<file path="src/sv/prim_minimum_spanning_tree_top_assert.svh">
// Assertion macros used by the spanning tree datapath.
`ifndef PRIM_MINIMUM_SPANNING_TREE_TOP_ASSERT_SVH
`define PRIM_MINIMUM_SPANNING_TREE_TOP_ASSERT_SVH

// Same-cycle implication, sampled on clk, off while rst_n is low.
`define PMST_ASSERT_NOW(lbl, ante, cons, msg) \
    lbl: assert property (@(posedge clk) disable iff (!rst_n) (ante) |-> (cons)) \
        else $error(msg);

// Next-cycle implication, sampled on clk, off while rst_n is low.
`define PMST_ASSERT_NEXT(lbl, ante, cons, msg) \
    lbl: assert property (@(posedge clk) disable iff (!rst_n) (ante) |=> (cons)) \
        else $error(msg);

`endif

</file>
<file path="src/sv/pmst_pkg.sv">
// Shared types, constants and microcode table of the spanning tree engine.
package pmst_pkg;

    localparam int MAX_NODES_DEF   = 64;
    localparam int WEIGHT_BITS_DEF = 16;
    localparam int CMD_W           = 2;
    localparam int NODE_W          = 6;
    localparam int EDGE_W          = 16;
    localparam int CFG_W           = 7;
    localparam int TOTAL_W         = 22;

    localparam logic [CMD_W-1:0] CMD_CLEAR   = 2'd0;
    localparam logic [CMD_W-1:0] CMD_ADD     = 2'd1;
    localparam logic [CMD_W-1:0] CMD_COMPUTE = 2'd2;

    typedef enum logic [3:0] {
        OP_IDLE,
        OP_CLEAR,
        OP_EDGE_AB,
        OP_EDGE_BA,
        OP_INIT,
        OP_SCAN_PREP,
        OP_SCAN,
        OP_TAKE,
        OP_RELAX,
        OP_NEXT,
        OP_OUT
    } op_t;

    typedef enum logic [2:0] {
        SEQ_NEXT,
        SEQ_JUMP,
        SEQ_DISPATCH,
        SEQ_BR_NOT_FOUND,
        SEQ_BR_MORE
    } seq_t;

    typedef logic [3:0] upc_t;

    localparam upc_t UPC_CLEAR     = 4'd0;
    localparam upc_t UPC_IDLE      = 4'd1;
    localparam upc_t UPC_EDGE_AB   = 4'd2;
    localparam upc_t UPC_EDGE_BA   = 4'd3;
    localparam upc_t UPC_INIT      = 4'd4;
    localparam upc_t UPC_SCAN_PREP = 4'd5;
    localparam upc_t UPC_SCAN      = 4'd6;
    localparam upc_t UPC_TAKE      = 4'd7;
    localparam upc_t UPC_RELAX     = 4'd8;
    localparam upc_t UPC_NEXT      = 4'd9;
    localparam upc_t UPC_OUT       = 4'd10;

    typedef struct packed {
        op_t  op;
        seq_t seq;
        upc_t target;
    } ucode_t;

    typedef struct packed {
        logic             hold;
        logic             accepted;
        logic [CMD_W-1:0] cmd;
        logic             not_found;
        logic             more;
    } dp_status_t;

    // Control store: one word per step of the program.
    function automatic ucode_t ucode_rom(input upc_t addr);
        ucode_t w;
        case (addr)
            UPC_CLEAR:     w = '{OP_CLEAR,     SEQ_JUMP,         UPC_IDLE};
            UPC_IDLE:      w = '{OP_IDLE,      SEQ_DISPATCH,     UPC_IDLE};
            UPC_EDGE_AB:   w = '{OP_EDGE_AB,   SEQ_NEXT,         UPC_IDLE};
            UPC_EDGE_BA:   w = '{OP_EDGE_BA,   SEQ_JUMP,         UPC_IDLE};
            UPC_INIT:      w = '{OP_INIT,      SEQ_NEXT,         UPC_IDLE};
            UPC_SCAN_PREP: w = '{OP_SCAN_PREP, SEQ_NEXT,         UPC_IDLE};
            UPC_SCAN:      w = '{OP_SCAN,      SEQ_NEXT,         UPC_IDLE};
            UPC_TAKE:      w = '{OP_TAKE,      SEQ_BR_NOT_FOUND, UPC_OUT};
            UPC_RELAX:     w = '{OP_RELAX,     SEQ_NEXT,         UPC_IDLE};
            UPC_NEXT:      w = '{OP_NEXT,      SEQ_BR_MORE,      UPC_SCAN_PREP};
            UPC_OUT:       w = '{OP_OUT,       SEQ_JUMP,         UPC_IDLE};
            default:       w = '{OP_IDLE,      SEQ_JUMP,         UPC_IDLE};
        endcase
        return w;
    endfunction

endpackage

</file>
<file path="src/sv/pmst_seq.sv">
// Microcode sequencer: step counter, control store and jump logic.
module pmst_seq (
    input  logic                 clk,
    input  logic                 rst_n,
    input  pmst_pkg::dp_status_t status,
    output pmst_pkg::ucode_t     ctrl
);
    import pmst_pkg::*;

    upc_t   pc_reg;
    upc_t   pc_next;
    upc_t   dispatch_pc;
    ucode_t word;

    assign word = ucode_rom(pc_reg);
    assign ctrl = word;

    always_comb
    begin
        case (status.cmd)
            CMD_CLEAR:   dispatch_pc = UPC_CLEAR;
            CMD_ADD:     dispatch_pc = UPC_EDGE_AB;
            CMD_COMPUTE: dispatch_pc = UPC_INIT;
            default:     dispatch_pc = UPC_IDLE;
        endcase
    end

    always_comb
    begin
        pc_next = pc_reg;
        if (!status.hold)
        begin
            case (word.seq)
                SEQ_NEXT:         pc_next = pc_reg + 4'd1;
                SEQ_JUMP:         pc_next = word.target;
                SEQ_DISPATCH:     pc_next = status.accepted ? dispatch_pc : pc_reg;
                SEQ_BR_NOT_FOUND: pc_next = status.not_found ? word.target : pc_reg + 4'd1;
                SEQ_BR_MORE:      pc_next = status.more ? word.target : pc_reg + 4'd1;
                default:          pc_next = UPC_IDLE;
            endcase
        end
    end

    // Reset starts the program at the matrix clearing pass.
    always_ff @(posedge clk or negedge rst_n)
    begin
        if (!rst_n)
        begin
            pc_reg <= UPC_CLEAR;
        end
        else
        begin
            pc_reg <= pc_next;
        end
    end

endmodule

</file>
<file path="config.mk">
export PLATFORM = sky130hd
export DESIGN_NAME = pmst_seq
export DESIGN_NICKNAME = d
export VERILOG_FILES = /design/src/sv/prim_minimum_spanning_tree_top_assert.svh /design/src/sv/pmst_pkg.sv /design/src/sv/pmst_seq.sv
export SDC_FILE = /design/constraint.sdc
export NUM_CORES = 1
export LEC_CHECK = 0
export ABC_AREA = 1
export BUFFER_PORTS_ARGS = -buffer_cell sky130_fd_sc_hd__buf_2
export CAP_MARGIN = 20
export CORE_MARGIN = 5
export CORE_UTILIZATION = 45
export CTS_CLUSTER_DIAMETER = 200
export DETAILED_ROUTE_END_ITERATION = 8
export HOLD_SLACK_MARGIN = 0.15
export PLACE_DENSITY_LB_ADDON = 0.25
export SETUP_SLACK_MARGIN = 0.4
export SYNTH_ARGS = -nofsm -noshare
export SYNTH_HDL_FRONTEND = slang
export SYNTH_SLANG_ARGS = --single-unit
</file>
<file path="constraint.sdc">
create_clock -name clk -period 1.7 [get_ports clk]
set_input_delay 0.255 -clock clk [delete_from_list [all_inputs] [get_ports clk]]
set_output_delay 0.255 -clock clk [all_outputs]
set_load 0.1 [all_outputs]
</file>
==> impl_metrics.env <==
export IMPL_status="finished with violations"
export IMPL_violations="negative setup slack"
export IMPL_setup_viol=4
export IMPL_gp_congestion=0.852
export IMPL_r2r_start="pc_reg[0]"
export IMPL_core_area_sq_um=1690
export IMPL_r2r_slack_ns=0.01
export IMPL_tns_ns=-0.0549
export IMPL_placed_cell_area_sq_um=1160
export IMPL_viasPerCell=5.40
export IMPL_cts_sinks=4
export IMPL_cts_max_path_buffers=2
export IMPL_syn_num_nets=135
export IMPL_final_cell_mix="35 x nand2_1, 19 x buf_4, 11 x inv_1, 10 x nor2_1, 10 x buf_12"
export IMPL_num_fill_cells=98
export IMPL_area_growth_syn_to_layout_pct=76.1
export IMPL_synth_area_per_cell_sq_um=6.34
export IMPL_grtUsageTotal_pct=20.5
export IMPL_fp_dieW_um=51.6
export IMPL_drive_gt1_share_pct=53.0
export IMPL_wl_per_cell_um=14.0
export IMPL_dp_hpwl_mm=1.70
export IMPL_maxCapViolCount=0
export IMPL_grt_max_degree=11
export IMPL_nets=177
export IMPL_r2r_end="pc_reg[0]"
export IMPL_rows=15
export IMPL_clockRootBuffer="clkbuf_4"
export IMPL_cts_tree="built"
export IMPL_synth_area_sq_um=779
export IMPL_critPathMaxFanout=4
export IMPL_hold_slack_ns=0.350
export IMPL_maxSlewViolCount=0
export IMPL_gr_total_overflow=0
export IMPL_hold_viol_final=0
export IMPL_htreeDepth=1
export IMPL_yosysUniqueCellTypes=23
export IMPL_final_area_sq_um=1370
export IMPL_synth_seq_cells=4
export IMPL_hold_class="input pin to asynchronous set/reset pin"
export IMPL_dp_slack_ns=0.0471
export IMPL_dr_pass1_iters=4
export IMPL_detail_route_iter0_violations=45
export IMPL_start_kind="flip-flop"
export IMPL_rsz0062_at_grt="true"
export IMPL_ios=19
export IMPL_antenna_cells=0
export IMPL_routed_wl_mm=2.54
export IMPL_portBuffers=18
export IMPL_largest_reg_flops=4
export IMPL_ant_nets=0
export IMPL_grt_pass1_wl_mm=4.13
export IMPL_final_common_cell="nand2_1"
export IMPL_crit_path_end_kind="primary output"
export IMPL_crit_type="flip-flop to primary output"
export IMPL_syn_inst=123
export IMPL_worst_pin_slew_ns=0.221
export IMPL_synth_yosys_seq_area_share_pct=12.8
export IMPL_fin_crit_ns=1.73
export IMPL_max_freq_ghz=0.579
export IMPL_fp_dieH_um=51.6
export IMPL_drc=0
export IMPL_required_ns=1.44
export IMPL_antenna_found_initial=0
export IMPL_clk_pin_slew_ns=0.04
export IMPL_grt_pass1_vias=914
export IMPL_fin_ws_ns=-0.0265
export IMPL_num_vias=978
export IMPL_initial_core_util_pct=46.1
export IMPL_numCtsBuffers=3
export IMPL_insertion_delay_ns=0.24
export IMPL_finalCritPeriodShare_pct=102
export IMPL_yosysWarnings=0
export IMPL_rr_worst_depth=11
export IMPL_arrival_ns=1.47
export IMPL_clock_skew_final_ns=0.00756
export IMPL_dieArea_sq_um=2660
export IMPL_slew_headroom_pct=85.3
-- timing repair --
action | in CTS | in global routing
gates cloned | 0 | 0
pin swaps | 11 | 3
endpoints found under the setup margin | 15 | 15
endpoints found under the hold margin | 4 | 0
buffers inserted | 11 | 3
hold buffers | 1 | 0
gates resized for setup | 15 | 4
-- cells in the mapped netlist, drive strengths merged --
| cell | number | share of area, % |
|---|---|---|
| nand3 | 15 | 16 |
| ha | 4 | 6.4 |
| nor2 | 12 | 6.1 |
| buf | 4 | 4.8 |
| nand3b | 1 | 0.96 |
| dfrtp | 4 | 13 |
| inv | 21 | 12 |
| or2 | 1 | 0.80 |
| nor3 | 1 | 0.64 |
| a21oi | 1 | 1.1 |
| nand2 | 47 | 29 |
| nand4 | 9 | 7.2 |
| o21ai | 3 | 1.9 |
-- area by class of cell --
cell class	instances	area [sq um]	share of cell area, %
multi-input cells	94	654	47.7
repair buffers	41	449	32.7
inverters	21	116	8.48
flip-flops and latches	4	105	7.66
clock buffers	4	26.3	1.91
well taps	17	21.3	1.55
-- per-layer routing --
layer | track usage (%) | part of all wire [%]
met1 | 24.3 | 41
met2 | 36.7 | 53
met3 | 2.87 | 3.8
met4 | 8.30 | 2.7
met5 | 0 | 0
-- metrics by stage --
step / util [%] / cells
2_1_floorplan: - / 123
3_5_place_dp: 68.6 / 162
6_report: 81.3 / 181
5_1_grt: 81.3 / 181
3_3_place_gp: 68.6 / 162
4_1_cts: 79.1 / 178
-- worst max path at each step --
stage,startpoint,endpoint,slack (ns)
floorplan,pc_reg[0],ctrl[3],-0.38
global placement,pc_reg[0],ctrl[4],0.08
detailed placement,pc_reg[0],ctrl[4],0.05
CTS,pc_reg[0],ctrl[4],-0.01
global route,pc_reg[0],pc_reg[0],-0.11
finish,pc_reg[0],ctrl[4],-0.03
-- cells by family (layout without fill, tap and decap cells) --
logic type / after synthesis / in the layout / synth area share [%]
AOI/OAI and AO/OA: 4 / 4 / 3.05
adders and majority gates: 4 / 4 / 6.42
buffers and inverters: 25 / 66 / 16.9
DFF: 4 / 4 / 12.8
and+or+nand+nor: 86 / 86 / 60.8
-- critical path: stages (launching register included) --
cell and delay (ns):
dfrtp_2 0.44, inv_4 0.08, ha_4 0.21, nand2_4 0.08, nand3_4 0.08, nand2_4 0.08
clkinvlp_4 0.09, buf_12 0.17
Power is left out: the tool's default activity adds up to more than one toggle a clock period on the data nets, which glitch-free logic cannot reach.
