`src/sv/prim_minimum_spanning_tree_top_assert.svh`:
```
// Assertion macros used by the spanning tree datapath.
`ifndef PRIM_MINIMUM_SPANNING_TREE_TOP_ASSERT_SVH
`define PRIM_MINIMUM_SPANNING_TREE_TOP_ASSERT_SVH

// Same-cycle implication, sampled on clk, off while rst_n is low.
`define PMST_ASSERT_NOW(lbl, ante, cons, msg) \
    lbl: assert property (@(posedge clk) disable iff (!rst_n) (ante) |-> (cons)) \
        else $error(msg);

// Next-cycle implication, sampled on clk, off while rst_n is low.
`define PMST_ASSERT_NEXT(lbl, ante, cons, msg) \
    lbl: assert property (@(posedge clk) disable iff (!rst_n) (ante) |=> (cons)) \
        else $error(msg);

`endif

```
`src/sv/pmst_ram.sv`:
```
// Generic single-write, single-read RAM with registered read data.
module pmst_ram #(
    parameter int WIDTH = 8,
    parameter int DEPTH = 16
) (
    input  logic                     clk,
    input  logic                     wr_en,
    input  logic [$clog2(DEPTH)-1:0] wr_addr,
    input  logic [WIDTH-1:0]         wr_data,
    input  logic [$clog2(DEPTH)-1:0] rd_addr,
    output logic [WIDTH-1:0]         rd_data
);

    logic [WIDTH-1:0] mem_reg [DEPTH];
    logic [WIDTH-1:0] rd_data_reg;

    always_ff @(posedge clk)
    begin
        if (wr_en)
        begin
            mem_reg[wr_addr] <= wr_data;
        end
        rd_data_reg <= mem_reg[rd_addr];
    end

    assign rd_data = rd_data_reg;

endmodule

```
`config.mk`:
```
export PLATFORM = sky130hd
export DESIGN_NAME = pmst_ram
export DESIGN_NICKNAME = d
export VERILOG_FILES = /design/src/sv/prim_minimum_spanning_tree_top_assert.svh /design/src/sv/pmst_ram.sv
export SDC_FILE = /design/constraint.sdc
export NUM_CORES = 1
export LEC_CHECK = 0
export BUFFER_PORTS_ARGS = -buffer_cell sky130_fd_sc_hd__buf_2
export CAP_MARGIN = 20
export CORE_MARGIN = 2
export CORE_UTILIZATION = 54
export DETAILED_ROUTE_END_ITERATION = 6
export GPL_TIMING_DRIVEN = 0
export PLACE_DENSITY = 0.74
export SYNTH_ARGS = -nofsm -noshare
export SYNTH_HDL_FRONTEND = slang
export SYNTH_SLANG_ARGS = --single-unit
```
`constraint.sdc`:
```
create_clock -name clk -period 1.8 [get_ports clk]
set_input_delay 0.45 -clock clk [delete_from_list [all_inputs] [get_ports clk]]
set_output_delay 0.45 -clock clk [all_outputs]
set_load 0.02 [all_outputs]
```
==> run summary, run 1 <==
Tightest Hold Check Type = in2reg
Delay-heaviest family, CP = simple AND/OR/NAND/NOR gates
Post-synth top area share = 0.747
First-pass DRT Iterations = 4
Cell variety after synth = 19
DR DRC count = 0
Arrival time at the worst endpoint = 1.73 ns
DRT iter0 DRCs = 246
Slowest stage cell, crit path = nor2_1
First-pass GRT wire length = 14500 µm
Hpwl dp = 5880 µm
CTS tree = built
Final core occ = 0.647
Syn_nets = 247
Crit path cell chain = buf_2 -> or3b_2 -> nor2_1
Post-Syn Instances = 229
Mapped cell area = 0.00515 mm²
Detail-routed via count per cell = 5.76
Switching power = 1.41 mW
Post-Route WL = 9530 µm
Fin. max-slew vios = 0
Sequential cell area = 0.00400 mm²
Layout cell share with drive strength beyond 1 = 0.288
Ports = 26
Total grt overflow = 0
Peak per-stage delay on the critical path = 0.63 ns
Post-placement cell count = 384
Mean routed wirelength per cell = 22.9 µm
Int Power = 5.53 mW
Switching Fraction = 0.203
RePlAce Congestion = 0.687
Die Span Y = 102 µm
F_max = 0.627 GHz
RSZ-0062 raised after global routing = false
Standard-cell row count = 35
MaxCap Viol Count = 0
Worst-margin pin slew = 0.786 ns
Remaining antenna violation count after routing = 0
Slew HR = 0.474
Endpoints failing setup = 0
Area Growth Syn to Fin = 16.1%
Yosys warns = 0
Nets = 293
Area of the core = 0.00924 mm²
Peak supply drop = 0.586 mV
Clock sinks = 136
CTS max path bufs = 2
Crit path required time = 1.94 ns
Clk slew on worst S/H paths = 0.06 ns
Clock share of power = 0.436
Status = finished clean
Initial antenna violation count = 0
Final worst path period share = 0.886
Die area = 0.0103 mm²
Combinational power share = 0.051
Kind of critical path = in2reg
# hold bufs at CTS = 0
Final worst-path setup slack = 0.206 ns
Die width = 102 µm
Clk_lat worst skew = 0.51 ns
Max reg flops = 128
Clock period minus worst slack = 1.59 ns
Sequential area share after synthesis = 0.778
Synth Area per Inst = 22.5 µm²
Pin count of the biggest net entering global routing = 17
Seq pwr share = 0.513
Dpl ws = -0.338 ns
Leak pwr = 2.01 nW
Initial Util = 0.557
Vias after detailed routing = 2401
Top post-synthesis cells by area = edfxtp_1, mux4_2, mux4_1
# diodes = 0
#FFs+latches synth = 136
Fillers = 599
Vias in the first global route = 2440
Skew final = 0.00782 ns
Most common cell after layout, fill and taps aside = edfxtp_1
H-tree Lvls = 4
Crit end category = register
Peak fanout along the critical path = 8
Final cell count without fillers = 417
Multi-input logic area = 0.00106 mm²
Tot Pwr = 6.94 mW
Post-cts gate resize count = 0
Most area-hungry cell type in the Yosys netlist = edfxtp_1
Postcts setup bufs = 0
Crit start category = input port
CTS Root Cell = clkbuf_8
Final setup TNS = 0 ns
Most frequent cells in the layout = edfxtp_1, buf_2, mux4_2
CTS buffer count = 17
CP bufs+invs = 1
Final hold violation count = 0
Power per standard cell area = 1160 mW/mm²
PortBufs = 24
GRT Util Overall = 0.207
[Yosys cell counts]
library cell,count
edfxtp_1,128
mux4_2,18
a22oi_1,16
mux4_1,14
nor2_1,13
nand2_1,9
dfxtp_1,8
nor3_1,4
buf_2,3
buf_6,3
clkdlybuf4s25_2,3
nand2b_1,2
nand3b_1,2
and2_1,1
and2b_1,1
buf_4,1
nand3_1,1
nor2b_1,1
or3b_2,1
[path summary, 6_finish.rpt]
| kind | start | to | slack, ns | cells past startpoint |
|---|---|---|---|---|
| setup / recovery | wr_addr[2] | mem_reg[3][3] | 0.21 | 3 |
| hold / removal | wr_data[5] | mem_reg[12][5] | 0.34 | 1 |
| setup reg to reg | mem_reg[6][7] | rd_data[7] | 0.40 | 3 |
| hold reg to reg | mem_reg[0][2] | rd_data[2] | 0.69 | 3 |
[power by group through the flow]
stage / sequential, mW / clock, mW / combinational (mW)
6_report: 3.56 / 3.02 / 0.357
5_1_grt: 3.56 / 3.20 / 0.385
4_1_cts: 3.56 / 3.06 / 0.361
3_5_place_dp: 3.62 / 0 / 0.357
3_3_place_gp: 3.62 / 0 / 0.346
2_1_floorplan: 3.65 / 0 / 0.180
[cell type report]
class / instances / share of cell area
flip-flops and latches: 136 / 0.670
well taps: 129 / 0.0270
multi-input cells: 83 / 0.178
plain buffers: 10 / 0.0144
repair buffers: 27 / 0.0234
clock inverters: 10 / 0.0134
clock buffers: 22 / 0.0741
[stage by stage]
stage | instance area (µm²) | hold slack (ns)
2_1_floorplan | 5150 | 0.549
3_3_place_gp | 5430 | 0.653
3_5_place_dp | 5450 | 0.677
4_1_cts | 5970 | 0.320
5_1_grt | 5980 | 0.324
6_report | 5980 | 0.344
[logic make-up (layout without fill, tap and decap cells)]
| family | after synthesis | in the layout | synth area share |
|---|---|---|---|
| compound gates | 16 | 16 | 0.0233 |
| buf+inv | 10 | 69 | 0.0168 |
| flops | 136 | 136 | 0.778 |
| mux | 32 | 32 | 0.150 |
| simple gates | 35 | 35 | 0.0318 |
[metal layers]
metal  GRT usage  up-vias  routed length, µm
li1            -     1071                  -
met1       0.298     1219               4000
met2       0.306      101               4650
met3      0.0587       10                731
met4      0.0832        0                152
met5           0        -                  0
(Power assumes the default switching activity.)
==> run 2: changes to the inputs <==
CORE_MARGIN = unset   (was 2)
CORE_UTILIZATION = 55   (was 54)
PLACE_DENSITY = 0.73   (was 0.74)
RECOVER_POWER = 25   (was unset)
clock period = 1.5 ns   (was 1.8 ns; I/O delays follow)
==> run 2 against run 1 <==
Against the previous run:
- global-route usage grew 1.3 points
- combinational power grew 22%
- power grew 28%
- setup slack lost 0.17 ns
- register-to-register slack lost 0.36 ns
==> run summary, run 2 (synthesis gave the netlist of run 1 again) <==
Status = finished clean
Peak fanout along the critical path = 1 (-7)
Leak pwr = 2.03 nW (+1.0%)
Metal3 WL = 700 µm (-4.2%)
Layout cell share with drive strength beyond 1 = 0.294 (+0.00551)
Ports = 26 (unchanged)
Reg2Reg Setup Slack = 0.04 ns (-0.36 ns)
Die Span Y = 98.7 µm (-2.8%)
Hpwl dp = 5880 µm (about the same)
PortBufs = 24 (unchanged)
Peak supply drop = 0.724 mV (+24%)
Final worst path period share = 0.976
Fillers = 550 (-8.2%)
Mean routed wirelength per cell = 24.4 µm (+6.7%)
Vias in the first global route = 2374 (-2.7%)
Worst reg2reg path depth = 3 (unchanged)
Pin count of the biggest net entering global routing = 17 (unchanged)
Arrival time at the worst endpoint = 1.85 ns (+0.12 ns)
Initial antenna violation count = 0 (unchanged)
CTS Root Cell = clkbuf_8
RSZ-0062 raised after global routing = false
Reg-to-Reg End = rd_data[0]
Tightest Hold Check Type = in2reg
Post-Route WL = 9610 µm (+0.81%)
Area of the core = 0.00889 mm² (-3.8%)
Slew HR = 0.475 (+0.000646)
Clk_lat worst skew = 0.52 ns (about the same)
Kind of critical path = reg2reg
Crit start category = register
Power per standard cell area = 1470 mW/mm² (+27%)
Most common cell after layout, fill and taps aside = edfxtp_1
Die width = 98.7 µm (-2.8%)
Worst-margin pin slew = 0.785 ns (-0.000966 ns)
First-pass GRT wire length = 14400 µm (-0.33%)
Seq pwr share = 0.480 (-0.033)
Switching Fraction = 0.199 (-0.00412)
Met2 WL = 4710 µm (+1.3%)
Met1 WL = 4080 µm (+2.0%)
RePlAce Congestion = 0.713 (+3.8%)
Vias after detailed routing = 2419 (+0.75%)
Clock period minus worst slack = 1.46 ns
Standard-cell row count = 34 (-2.9%)
Max reg flops = 128 (unchanged)
CTS tree = built
Post-placement cell count = 362 (-5.7%)
DRT iter0 DRCs = 159 (-35%)
DP Area = 0.00545 mm² (about the same)
CTS buffer count = 17 (unchanged)
Switching power = 1.77 mW (+25%)
Fin. max-slew vios = 0 (unchanged)
GRT Util Overall = 0.220 (+0.0128)
Skew final = 0.00926 ns (+0.00144 ns)
Crit path required time = 1.89 ns (-0.05 ns)
Final core occ = 0.680 (+0.0329)
Initial Util = 0.579 (+0.0219)
Crit end category = register
Design Area, Final = 0.00604 mm² (+1.1%)
F_max = 0.683 GHz
Final cell count without fillers = 394 (-5.5%)
Nets = 291 (-0.68%)
Clock share of power = 0.471 (+0.035)
Detail-routed via count per cell = 6.14 (+6.6%)
Tot Pwr = 8.89 mW (+28%)
Int Power = 7.12 mW (+29%)
Area Growth Syn to Fin = 17.4%
Worst reg2reg path startpoint = mem_reg[5][0]
# diodes = 0 (unchanged)
Post-cts gate resize count = 0 (unchanged)
Hold Path End = mem_reg[9][2]
Remaining antenna violation count after routing = 0 (unchanged)
CTS max path bufs = 2 (unchanged)
MaxCap Viol Count = 0 (unchanged)
Total grt overflow = 0 (unchanged)
Final hold violation count = 0 (unchanged)
Clock sinks = 136 (unchanged)
# hold bufs at CTS = 0 (unchanged)
Hold path start = wr_data[2]
DR top layer = met4
Clk slew on worst S/H paths = 0.06 ns (about the same)
Most frequent cells in the layout = edfxtp_1, buf_2, mux4_2
H-tree Lvls = 4 (unchanged)
Endpoints failing setup = 0 (unchanged)
DR DRC count = 0 (unchanged)
Combinational power share = 0.049 (-0.002)
Die area = 0.00975 mm² (-5.6%)
Postcts setup bufs = 0 (unchanged)
Worst Hold Path Cells = 1 (unchanged)
First-pass DRT Iterations = 5 (+1)
-- run 2: changes by cell type in the layout (fill, tap and decap cells not counted), moves of 3 or more --
cell / previous run / this run
clkbuf_1: 4 / 8
bufinv_16: 1 / 4
nor2_1: 13 / 10
nor2_2: 0 / 3
buf_2: 28 / 22
-- run 2: worst max path at each step --
stage / start / endpoint / slack, ns
after floorplan: rd_addr[0] / rd_data[1] / -0.01
after global placement: wr_en / mem_reg[12][2] / -0.48
after detailed placement: wr_addr[0] / mem_reg[10][2] / -0.35
after CTS: mem_reg[5][0] / rd_data[0] / 0.03
after global routing: mem_reg[5][0] / rd_data[0] / 0.004
final: mem_reg[5][0] / rd_data[0] / 0.04
-- run 2: per-stage QoR --
stage	hold slack (ns)	setup TNS (ns)	setup slack (ns)
2_1_floorplan	0.474	-0.0529	-0.0115
3_3_place_gp	0.658	-36.07	-0.484
3_5_place_dp	0.670	-36.22	-0.351
4_1_cts	0.243	0	0.0277
5_1_grt	0.263	0	0.00421
6_report	0.266	0	0.0357
-- run 2: area by class of cell --
cell class,count,area [µm²],area share
plain buffers,10,93.8,0.0155
clock buffers,20,425,0.0704
clock inverters,12,175,0.0290
multi-input cells,83,1090,0.180
flip-flops and latches,136,4000,0.663
well taps,108,135,0.0224
repair buffers,25,121,0.0201
-- run 2: power by group through the flow --
stage          Sequential [mW]  Clock, mW  Combinational (mW)
2_1_floorplan             4.38          0               0.222
3_3_place_gp              4.34          0               0.426
3_5_place_dp              4.35          0               0.438
4_1_cts                   4.27       4.22               0.442
5_1_grt                   4.28       4.36               0.469
6_report                  4.27       4.18               0.435
-- run 2: per-layer routing --
| metal | vias to the layer above | global-route usage |
|---|---|---|
| met2 | 96 | 0.336 |
| met3 | 11 | 0.0631 |
| met5 | - | 0 |
| met1 | 1248 | 0.309 |
| met4 | 0 | 0.0792 |
| li1 | 1064 | - |
-- run 2: critical path: stages, from the launching register on --
cell and delay (ns):
edfxtp_1 0.38, mux4_1 0.57, a22oi_1 0.27, nand2_1 0.12
