**config.mk**
```make
export PLATFORM = sky130hd
export DESIGN_NAME = pmst_dp
export DESIGN_NICKNAME = d
export VERILOG_FILES = /design/src/sv/pmst_pkg.sv /design/src/sv/pmst_dp.sv
export VERILOG_INCLUDE_DIRS = /design/src /design/src/sv
export SDC_FILE = /design/constraint.sdc
export NUM_CORES = 1
export LEC_CHECK = 0
export ABC_CLOCK_PERIOD_IN_PS = 4400
export BUFFER_PORTS_ARGS = -buffer_cell sky130_fd_sc_hd__buf_2
export CELL_PAD_IN_SITES_DETAIL_PLACEMENT = 0
export CELL_PAD_IN_SITES_GLOBAL_PLACEMENT = 1
export CORE_UTILIZATION = 44
export CTS_CLUSTER_DIAMETER = 200
export CTS_CLUSTER_SIZE = 8
export DETAILED_ROUTE_END_ITERATION = 8
export GPL_TIMING_DRIVEN = 0
export HOLD_SLACK_MARGIN = 0.03
export PLACE_DENSITY = 0.86
export SLEW_MARGIN = 10
export SYNTH_ARGS = -nofsm -noshare
export SYNTH_HDL_FRONTEND = slang
export SYNTH_SLANG_ARGS = --single-unit
```
**constraint.sdc**
```tcl
create_clock -name clk -period 4.4 [get_ports clk]
set_clock_uncertainty 0.05 [all_clocks]
set_input_delay 0.44 -clock clk [delete_from_list [all_inputs] [get_ports clk]]
set_output_delay 0.44 -clock clk [all_outputs]
set_load 0.02 [all_outputs]
```
**src/sv/prim_minimum_spanning_tree_top_assert.svh**
```systemverilog
// Assertion macros used by the spanning tree datapath.
`ifndef PRIM_MINIMUM_SPANNING_TREE_TOP_ASSERT_SVH
`define PRIM_MINIMUM_SPANNING_TREE_TOP_ASSERT_SVH

// Same-cycle implication, sampled on clk, off while rst_n is low.
`define PMST_ASSERT_NOW(lbl, ante, cons, msg) \
    lbl: assert property (@(posedge clk) disable iff (!rst_n) (ante) |-> (cons)) \
        else $error(msg);

// Next-cycle implication, sampled on clk, off while rst_n is low.
`define PMST_ASSERT_NEXT(lbl, ante, cons, msg) \
    lbl: assert property (@(posedge clk) disable iff (!rst_n) (ante) |=> (cons)) \
        else $error(msg);

`endif

```
**src/sv/pmst_pkg.sv**
```systemverilog
// Shared types, constants and microcode table of the spanning tree engine.
package pmst_pkg;

    localparam int MAX_NODES_DEF   = 64;
    localparam int WEIGHT_BITS_DEF = 16;
    localparam int CMD_W           = 2;
    localparam int NODE_W          = 6;
    localparam int EDGE_W          = 16;
    localparam int CFG_W           = 7;
    localparam int TOTAL_W         = 22;

    localparam logic [CMD_W-1:0] CMD_CLEAR   = 2'd0;
    localparam logic [CMD_W-1:0] CMD_ADD     = 2'd1;
    localparam logic [CMD_W-1:0] CMD_COMPUTE = 2'd2;

    typedef enum logic [3:0] {
        OP_IDLE,
        OP_CLEAR,
        OP_EDGE_AB,
        OP_EDGE_BA,
        OP_INIT,
        OP_SCAN_PREP,
        OP_SCAN,
        OP_TAKE,
        OP_RELAX,
        OP_NEXT,
        OP_OUT
    } op_t;

    typedef enum logic [2:0] {
        SEQ_NEXT,
        SEQ_JUMP,
        SEQ_DISPATCH,
        SEQ_BR_NOT_FOUND,
        SEQ_BR_MORE
    } seq_t;

    typedef logic [3:0] upc_t;

    localparam upc_t UPC_CLEAR     = 4'd0;
    localparam upc_t UPC_IDLE      = 4'd1;
    localparam upc_t UPC_EDGE_AB   = 4'd2;
    localparam upc_t UPC_EDGE_BA   = 4'd3;
    localparam upc_t UPC_INIT      = 4'd4;
    localparam upc_t UPC_SCAN_PREP = 4'd5;
    localparam upc_t UPC_SCAN      = 4'd6;
    localparam upc_t UPC_TAKE      = 4'd7;
    localparam upc_t UPC_RELAX     = 4'd8;
    localparam upc_t UPC_NEXT      = 4'd9;
    localparam upc_t UPC_OUT       = 4'd10;

    typedef struct packed {
        op_t  op;
        seq_t seq;
        upc_t target;
    } ucode_t;

    typedef struct packed {
        logic             hold;
        logic             accepted;
        logic [CMD_W-1:0] cmd;
        logic             not_found;
        logic             more;
    } dp_status_t;

    // Control store: one word per step of the program.
    function automatic ucode_t ucode_rom(input upc_t addr);
        ucode_t w;
        case (addr)
            UPC_CLEAR:     w = '{OP_CLEAR,     SEQ_JUMP,         UPC_IDLE};
            UPC_IDLE:      w = '{OP_IDLE,      SEQ_DISPATCH,     UPC_IDLE};
            UPC_EDGE_AB:   w = '{OP_EDGE_AB,   SEQ_NEXT,         UPC_IDLE};
            UPC_EDGE_BA:   w = '{OP_EDGE_BA,   SEQ_JUMP,         UPC_IDLE};
            UPC_INIT:      w = '{OP_INIT,      SEQ_NEXT,         UPC_IDLE};
            UPC_SCAN_PREP: w = '{OP_SCAN_PREP, SEQ_NEXT,         UPC_IDLE};
            UPC_SCAN:      w = '{OP_SCAN,      SEQ_NEXT,         UPC_IDLE};
            UPC_TAKE:      w = '{OP_TAKE,      SEQ_BR_NOT_FOUND, UPC_OUT};
            UPC_RELAX:     w = '{OP_RELAX,     SEQ_NEXT,         UPC_IDLE};
            UPC_NEXT:      w = '{OP_NEXT,      SEQ_BR_MORE,      UPC_SCAN_PREP};
            UPC_OUT:       w = '{OP_OUT,       SEQ_JUMP,         UPC_IDLE};
            default:       w = '{OP_IDLE,      SEQ_JUMP,         UPC_IDLE};
        endcase
        return w;
    endfunction

endpackage

```
**src/sv/pmst_dp.sv**
```systemverilog
// Datapath: handshakes, loop counter, key scan, relaxation and result register.
module pmst_dp #(
    parameter int MAX_NODES   = pmst_pkg::MAX_NODES_DEF,
    parameter int WEIGHT_BITS = pmst_pkg::WEIGHT_BITS_DEF
) (
    input  logic                                 clk,
    input  logic                                 rst_n,
    input  pmst_pkg::ucode_t                     ctrl,
    output pmst_pkg::dp_status_t                 status,
    input  logic                                 in_valid,
    output logic                                 in_stall,
    input  logic [pmst_pkg::CMD_W-1:0]           command,
    input  logic [pmst_pkg::NODE_W-1:0]          node_a,
    input  logic [pmst_pkg::NODE_W-1:0]          node_b,
    input  logic [pmst_pkg::EDGE_W-1:0]          edge_weight,
    input  logic                                 cfg_wr_en,
    input  logic [pmst_pkg::CFG_W-1:0]           cfg_wr_data,
    output logic                                 out_valid,
    input  logic                                 out_stall,
    output logic [pmst_pkg::TOTAL_W-1:0]         tree_weight,
    output logic                                 connected,
    output logic                                 mat_we,
    output logic [2*$clog2(MAX_NODES)-1:0]       mat_waddr,
    output logic [WEIGHT_BITS-1:0]               mat_wdata,
    output logic [2*$clog2(MAX_NODES)-1:0]       mat_raddr,
    input  logic [WEIGHT_BITS-1:0]               mat_rdata,
    output logic                                 key_we,
    output logic [$clog2(MAX_NODES)-1:0]         key_waddr,
    output logic [WEIGHT_BITS+1:0]               key_wdata,
    output logic [$clog2(MAX_NODES)-1:0]         key_raddr,
    input  logic [WEIGHT_BITS+1:0]               key_rdata
);
    import pmst_pkg::*;

    `include "prim_minimum_spanning_tree_top_assert.svh"

    localparam int IDX_W     = $clog2(MAX_NODES);
    localparam int ADDR_W    = 2 * IDX_W;
    localparam int MAT_DEPTH = 1 << ADDR_W;
    localparam int CNT_W     = ADDR_W + 1;
    localparam int NCNT_W    = $clog2(MAX_NODES + 1);
    localparam int KEY_W     = WEIGHT_BITS + 1;
    localparam int SUM_W     = (KEY_W > TOTAL_W) ? KEY_W : TOTAL_W;
    localparam logic [KEY_W-1:0] KEY_INF = '1;

    logic [NCNT_W-1:0]      n_reg, n_next;
    logic [CNT_W-1:0]       cnt_reg, cnt_next;
    logic                   d_valid_reg;
    logic [IDX_W-1:0]       d_idx_reg;
    logic [NODE_W-1:0]      a_reg, b_reg;
    logic [WEIGHT_BITS-1:0] w_reg;
    logic [IDX_W-1:0]       pick_reg, pick_next;
    logic [KEY_W-1:0]       best_reg, best_next;
    logic                   found_reg, found_next;
    logic [TOTAL_W-1:0]     total_reg, total_next;
    logic                   reached_reg, reached_next;
    logic [NCNT_W-1:0]      steps_reg, steps_next;
    logic                   out_valid_reg, out_valid_next;
    logic [TOTAL_W-1:0]     tree_weight_reg;
    logic                   connected_reg;

    op_t                    op;
    logic                   accepted;
    logic                   loop_op;
    logic                   read_op;
    logic [CNT_W-1:0]       limit;
    logic                   issue;
    logic                   hold;
    logic                   out_free;
    logic [IDX_W-1:0]       cnt_idx;
    logic                   in_range;
    logic                   rd_mark;
    logic [KEY_W-1:0]       rd_key;
    logic                   relax_upd;
    logic                   scan_upd;
    logic [SUM_W-1:0]       total_sum;

    assign op       = ctrl.op;
    assign in_stall = (op != OP_IDLE);
    assign accepted = in_valid && !in_stall;
    assign out_free = !out_valid_reg || !out_stall;

    assign loop_op = (op == OP_CLEAR) || (op == OP_INIT) || (op == OP_SCAN) || (op == OP_RELAX);
    assign read_op = (op == OP_SCAN) || (op == OP_RELAX);
    assign limit   = (op == OP_CLEAR) ? CNT_W'(MAT_DEPTH) : CNT_W'(n_reg);
    assign issue   = loop_op && (cnt_reg != limit);
    assign hold    = (loop_op && (issue || d_valid_reg)) || ((op == OP_OUT) && !out_free);
    assign cnt_idx = cnt_reg[IDX_W-1:0];

    assign in_range = (int'(a_reg) < MAX_NODES) && (int'(b_reg) < MAX_NODES);

    assign rd_mark   = key_rdata[KEY_W];
    assign rd_key    = key_rdata[KEY_W-1:0];
    assign relax_upd = (op == OP_RELAX) && d_valid_reg && (mat_rdata != '0) && !rd_mark &&
                       (KEY_W'(mat_rdata) < rd_key);
    assign scan_upd  = (op == OP_SCAN) && d_valid_reg && !rd_mark && (rd_key < best_reg);
    assign total_sum = SUM_W'(total_reg) + SUM_W'(best_reg);

    assign status.hold      = hold;
    assign status.accepted  = accepted;
    assign status.cmd       = command;
    assign status.not_found = !found_reg;
    assign status.more      = (steps_reg != n_reg);

    // Matrix port: clear sweep, symmetric edge writes, row reads during relaxation.
    always_comb
    begin
        mat_we    = 1'b0;
        mat_waddr = cnt_reg[ADDR_W-1:0];
        mat_wdata = '0;
        case (op)
            OP_CLEAR:
            begin
                mat_we = issue;
            end
            OP_EDGE_AB:
            begin
                mat_we    = in_range;
                mat_waddr = {IDX_W'(a_reg), IDX_W'(b_reg)};
                mat_wdata = w_reg;
            end
            OP_EDGE_BA:
            begin
                mat_we    = in_range;
                mat_waddr = {IDX_W'(b_reg), IDX_W'(a_reg)};
                mat_wdata = w_reg;
            end
            default:
            begin
                mat_we = 1'b0;
            end
        endcase
    end

    assign mat_raddr = {pick_reg, cnt_idx};

    // Key port: {mark, key} per node.
    always_comb
    begin
        key_we    = 1'b0;
        key_waddr = cnt_idx;
        key_wdata = '0;
        case (op)
            OP_INIT:
            begin
                key_we    = issue;
                key_wdata = {1'b0, (cnt_idx == '0) ? {KEY_W{1'b0}} : KEY_INF};
            end
            OP_TAKE:
            begin
                key_we    = found_reg;
                key_waddr = pick_reg;
                key_wdata = {1'b1, best_reg};
            end
            OP_RELAX:
            begin
                key_we    = relax_upd;
                key_waddr = d_idx_reg;
                key_wdata = {1'b0, KEY_W'(mat_rdata)};
            end
            default:
            begin
                key_we = 1'b0;
            end
        endcase
    end

    assign key_raddr = cnt_idx;

    always_comb
    begin
        n_next = n_reg;
        if (cfg_wr_en)
        begin
            if (cfg_wr_data == '0)
            begin
                n_next = NCNT_W'(1);
            end
            else if (int'(cfg_wr_data) > MAX_NODES)
            begin
                n_next = NCNT_W'(MAX_NODES);
            end
            else
            begin
                n_next = NCNT_W'(cfg_wr_data);
            end
        end
    end

    always_comb
    begin
        cnt_next = '0;
        if (hold)
        begin
            cnt_next = issue ? cnt_reg + 1'b1 : cnt_reg;
        end
    end

    always_comb
    begin
        pick_next    = pick_reg;
        best_next    = best_reg;
        found_next   = found_reg;
        total_next   = total_reg;
        reached_next = reached_reg;
        steps_next   = steps_reg;
        case (op)
            OP_INIT:
            begin
                total_next   = '0;
                reached_next = 1'b1;
                steps_next   = '0;
            end
            OP_SCAN_PREP:
            begin
                best_next  = KEY_INF;
                found_next = 1'b0;
            end
            OP_SCAN:
            begin
                if (scan_upd)
                begin
                    best_next  = rd_key;
                    pick_next  = d_idx_reg;
                    found_next = 1'b1;
                end
            end
            OP_TAKE:
            begin
                if (found_reg)
                begin
                    total_next = total_sum[TOTAL_W-1:0];
                    steps_next = steps_reg + 1'b1;
                end
                else
                begin
                    reached_next = 1'b0;
                end
            end
            default:
            begin
                best_next = best_reg;
            end
        endcase
    end

    always_comb
    begin
        out_valid_next = out_valid_reg && out_stall;
        if ((op == OP_OUT) && out_free)
        begin
            out_valid_next = 1'b1;
        end
    end

    always_ff @(posedge clk or negedge rst_n)
    begin
        if (!rst_n)
        begin
            n_reg         <= NCNT_W'(1);
            cnt_reg       <= '0;
            d_valid_reg   <= 1'b0;
            found_reg     <= 1'b0;
            total_reg     <= '0;
            reached_reg   <= 1'b0;
            steps_reg     <= '0;
            out_valid_reg <= 1'b0;
        end
        else
        begin
            n_reg         <= n_next;
            cnt_reg       <= cnt_next;
            d_valid_reg   <= issue && read_op;
            found_reg     <= found_next;
            total_reg     <= total_next;
            reached_reg   <= reached_next;
            steps_reg     <= steps_next;
            out_valid_reg <= out_valid_next;
        end
    end

    always_ff @(posedge clk)
    begin
        d_idx_reg <= cnt_idx;
        pick_reg  <= pick_next;
        best_reg  <= best_next;
        if (accepted)
        begin
            a_reg <= node_a;
            b_reg <= node_b;
            w_reg <= WEIGHT_BITS'(edge_weight);
        end
        if ((op == OP_OUT) && out_free)
        begin
            tree_weight_reg <= total_reg;
            connected_reg   <= reached_reg;
        end
    end

    assign out_valid   = out_valid_reg;
    assign tree_weight = tree_weight_reg;
    assign connected   = connected_reg;

    `PMST_ASSERT_NOW(a_out_from_out_step, $rose(out_valid_reg), $past(op == OP_OUT),
        "result word raised outside the output step")
    `PMST_ASSERT_NOW(a_found_is_finite, found_reg, best_reg != KEY_INF,
        "picked node carries an infinite key")
    `PMST_ASSERT_NOW(a_steps_bounded, (op == OP_TAKE) || (op == OP_RELAX) || (op == OP_NEXT),
        steps_reg <= n_reg, "more tree steps than nodes in use")
    `PMST_ASSERT_NOW(a_cnt_bounded, loop_op, cnt_reg <= limit,
        "loop counter ran past its limit")
    `PMST_ASSERT_NEXT(a_drain_after_issue, issue && read_op, d_valid_reg,
        "read issued without a following data cycle")

endmodule

```
==> PnR_summary.wiki <==
{| class="wikitable"
! Metric !! Value
|-
| Outcome || finished, final reports clean
|-
| Kind of path behind the tightest hold check || in -> async
|-
| Period utilization || 0.816
|-
| Num rows || 47
|-
| Reg2reg setup slack || around 1400 ps
|-
| Yosys warnings || 0
|-
| Number of buffers inserted by hold repair at cts || 0
|-
| Via count of the first global-routing pass || 6,199
|-
| Wire length of the first global-routing pass || ~33,000 um
|-
| Count of unresolved DRC violations after routing || 0
|-
| Quantity of I/O buffers inserted on ports || 178
|-
| Worst vdd rail ir drop || between 200 and 300 uV
|-
| Total negative slack || 0 ps
|-
| Power density normalized to cell area || between 300 and 400 nW/um2
|-
| Fmax || roughly 280 MHz
|-
| Final cell area excluding filler cells || between 9000 and 10,000 um2
|-
| Area contributors post-synth || sky130_fd_sc_hd__edfxtp_1 (30%), sky130_fd_sc_hd__dfrtp_1 (17%), sky130_fd_sc_hd__ha_1 (8.5%), sky130_fd_sc_hd__nand2_1 (3.5%), sky130_fd_sc_hd__a221o_1 (3.5%)
|-
| Setup bufs post-CTS || 0
|-
| Weighted congestion reported at the end of routability-driven placement || between 0.9 and 1
|-
| Detailed Route Iter0 Violations || 351
|-
| Post-route minimum period || 3590 ps
|-
| Die Ht || between 100 and 150 um
|-
| First-pass iteration count of the detailed router || 5
|-
| Rel. slew slack || 0.274
|-
| Number of violations of the max-capacitance limit || 0
|-
| Clock tree from TritonCTS || built
|-
| Final standard cell utilization of the core || 0.566
|-
| Clock latency at the later pin of the worst-skew pair || between 400 and 500 ps
|-
| Area growth syn-to-layout || 25.0%
|-
| Number of antenna violations at the first check in global routing || 2
|-
| Number of enable-type register cells in the synthesized netlist || 74
|-
| Reported leakage power || ~0.0044 uW
|-
| Number of clock sinks seen by CTS || 133
|-
| Library cell used as clock root buffer || sky130_fd_sc_hd__clkbuf_16
|-
| Instance area at placement || approximately 8700 um2
|-
| Number of nets in the layout || 1,065
|-
| Placement Setup Slack || around 900 ps
|-
| Average detailed-routed wire length per instance || 17.5 um
|-
| Number of H-tree levels || 4
|-
| Worst-path clk slew || 60 ps
|-
| Via total after detailed routing || 6,305
|-
| Per-instance average area after synthesis || between 10 and 15 um2
|-
| Multi-input logic area || 3430 um2
|-
| Top cell type by total area after synthesis || sky130_fd_sc_hd__edfxtp_1
|-
| Setup repair after global routing missed its margin || false
|-
| Routed wire length || a little over 20,000 um
|-
| Mapped Cells || ~730
|-
| Top flip-flop cell by instance count after synthesis || sky130_fd_sc_hd__edfxtp_1
|-
| Share of final-layout standard cells stronger than drive strength 1 || 0.262
|-
| Total CTS buffers || 17
|-
| Sequential fraction of the synthesis area || 0.487
|-
| Critical Path Sink Type || output port
|-
| CTS Buffer Depth || 2
|-
| Die Area || 17,600 um2
|-
| Number of fill cells in the layout || 1,480
|-
| Register area || 3670 um2
|-
| Number of antenna-violating nets in the routed design || 0
|-
| Synth top area share || 0.295
|-
| Net count after synthesis || approximately 870
|-
| Std-Cell Core Area || approximately 17,000 um2
|-
| Flip-flop and latch count after synthesis || roughly 130
|-
| Top cells by count, synth || sky130_fd_sc_hd__edfxtp_1 (74), sky130_fd_sc_hd__nand2_1 (71), sky130_fd_sc_hd__dfrtp_1 (52), sky130_fd_sc_hd__inv_1 (52), sky130_fd_sc_hd__ha_1 (51)
|-
| Share of synthesized flip-flops with an asynchronous set or reset || 0.398
|-
| Worst endpoint required time || approximately 4000 ps
|-
| Post-CTS Resized || 0
|-
| Initial Util || 0.453
|-
| Number of failing setup endpoints in the final timing report || 0
|-
| Synth unique cells || a little over 60
|-
| Max FO, Critical Path || 10
|-
| Total global routing overflow || 0
|-
| Measured slew at the worst slew-check pin || roughly 1100 ps
|-
| Worst Setup Slack, final || just over 800 ps
|-
| Post-detail-place hpwl || 15,600 um
|-
| Number of pins exceeding their max-slew limit in the final report || 0
|-
| Global-route usage over all layers || 0.241
|-
| Combined area of all synthesized cells || around 7500 um2
|-
| Largest net degree at the start of global routing || 54
|-
| Top Ports || 190
|-
| Number of failing hold endpoints at the final stage || 0
|-
| Crit path launch type || input pin
|-
| Via density per instance || roughly 5.4
|-
| Chip width || roughly 130 um
|-
| Library cell with the highest instance count after synthesis || sky130_fd_sc_hd__edfxtp_1
|-
| Arrival time at the worst endpoint || ~3100 ps
|-
| Type of the setup path with the least slack || in -> out
|}
[metrics by stage]
| step | total power (uW) | hold WS [ps] | cells |
|---|---|---|---|
| after floorplan | 1680 | 94.4 | 727 |
| after global placement | 1840 | 352 | 1125 |
| after detailed placement | 1850 | 367 | 1127 |
| after CTS | 3470 | 50.0 | 1159 |
| after global routing | 3560 | 68.0 | 1160 |
| final | 3450 | 6.99 | 1160 |
[cell usage in the layout (no fill, tap or decap), drive strengths merged, types with 32 or more instances in the layout]
cell and instances:
buf 203, edfxtp 74, nand2 71, inv 53, dfrtp 52, ha 51, nor2 42, clkbuf 42
o21ai 38, and3 32, a21oi 32
[where the power goes]
group	switching (uW)	internal, uW	leakage [uW]
Sequential	50.3	1370	0.00147
Combinational	242	167	0.00262
Clock	544	1080	0.000322
[path summary, 6_finish.rpt]
path / end / cells after the start / from
max: key_wdata[12] / 8 / ctrl[7]
min: total_reg[1] / 1 / rst_n
max reg2reg: pick_reg[0] / 8 / best_reg[5]
min reg2reg: d_idx_reg[5] / 0 / cnt_reg[5]
max in group asynchronous: found_reg / 1 / rst_n
min in group clk: a_reg[5] / 1 / node_a[5]
[cell type report]
cell class                      count  share of cell area
Antenna cell                        1            0.000266
Clock buffer                       21              0.0479
Buffer                             44              0.0259
Timing Repair Buffer              180              0.0977
Clock inverter                     11              0.0237
Sequential cell                   133               0.390
Multi-Input combinational cell    498               0.365
Tap cell                          220              0.0292
Inverter                           52              0.0207
[cells by family after synthesis]
kind of cell,share of synthesized area
AO/OA/AOI/OAI,0.153
multiplexers,0.00565
XOR/XNOR,0.0407
adder cells (fa/ha/maj),0.0874
flip-flops,0.487
buffers and inverters,0.0583
AND/OR/NAND/NOR,0.168
[worst max-delay path: stages]
cell,delay (ps)
sky130_fd_sc_hd__buf_2,120
sky130_fd_sc_hd__clkbuf_1,200
sky130_fd_sc_hd__nor2_1,400
sky130_fd_sc_hd__nand2_1,420
sky130_fd_sc_hd__a21oi_1,670
sky130_fd_sc_hd__clkbuf_1,450
sky130_fd_sc_hd__a221o_1,220
sky130_fd_sc_hd__buf_2,170
[per-layer routing]
metal	vias up	track usage	wire, um	share of wire
li1	3067	-	-	-
met3	32	0.0510	1090	0.054
met4	2	0.0837	345	0.017
met2	199	0.398	9740	0.48
met5	-	0	11	0.00054
met1	3005	0.313	9160	0.45
Note: power is estimated with default switching activity, not from simulation.
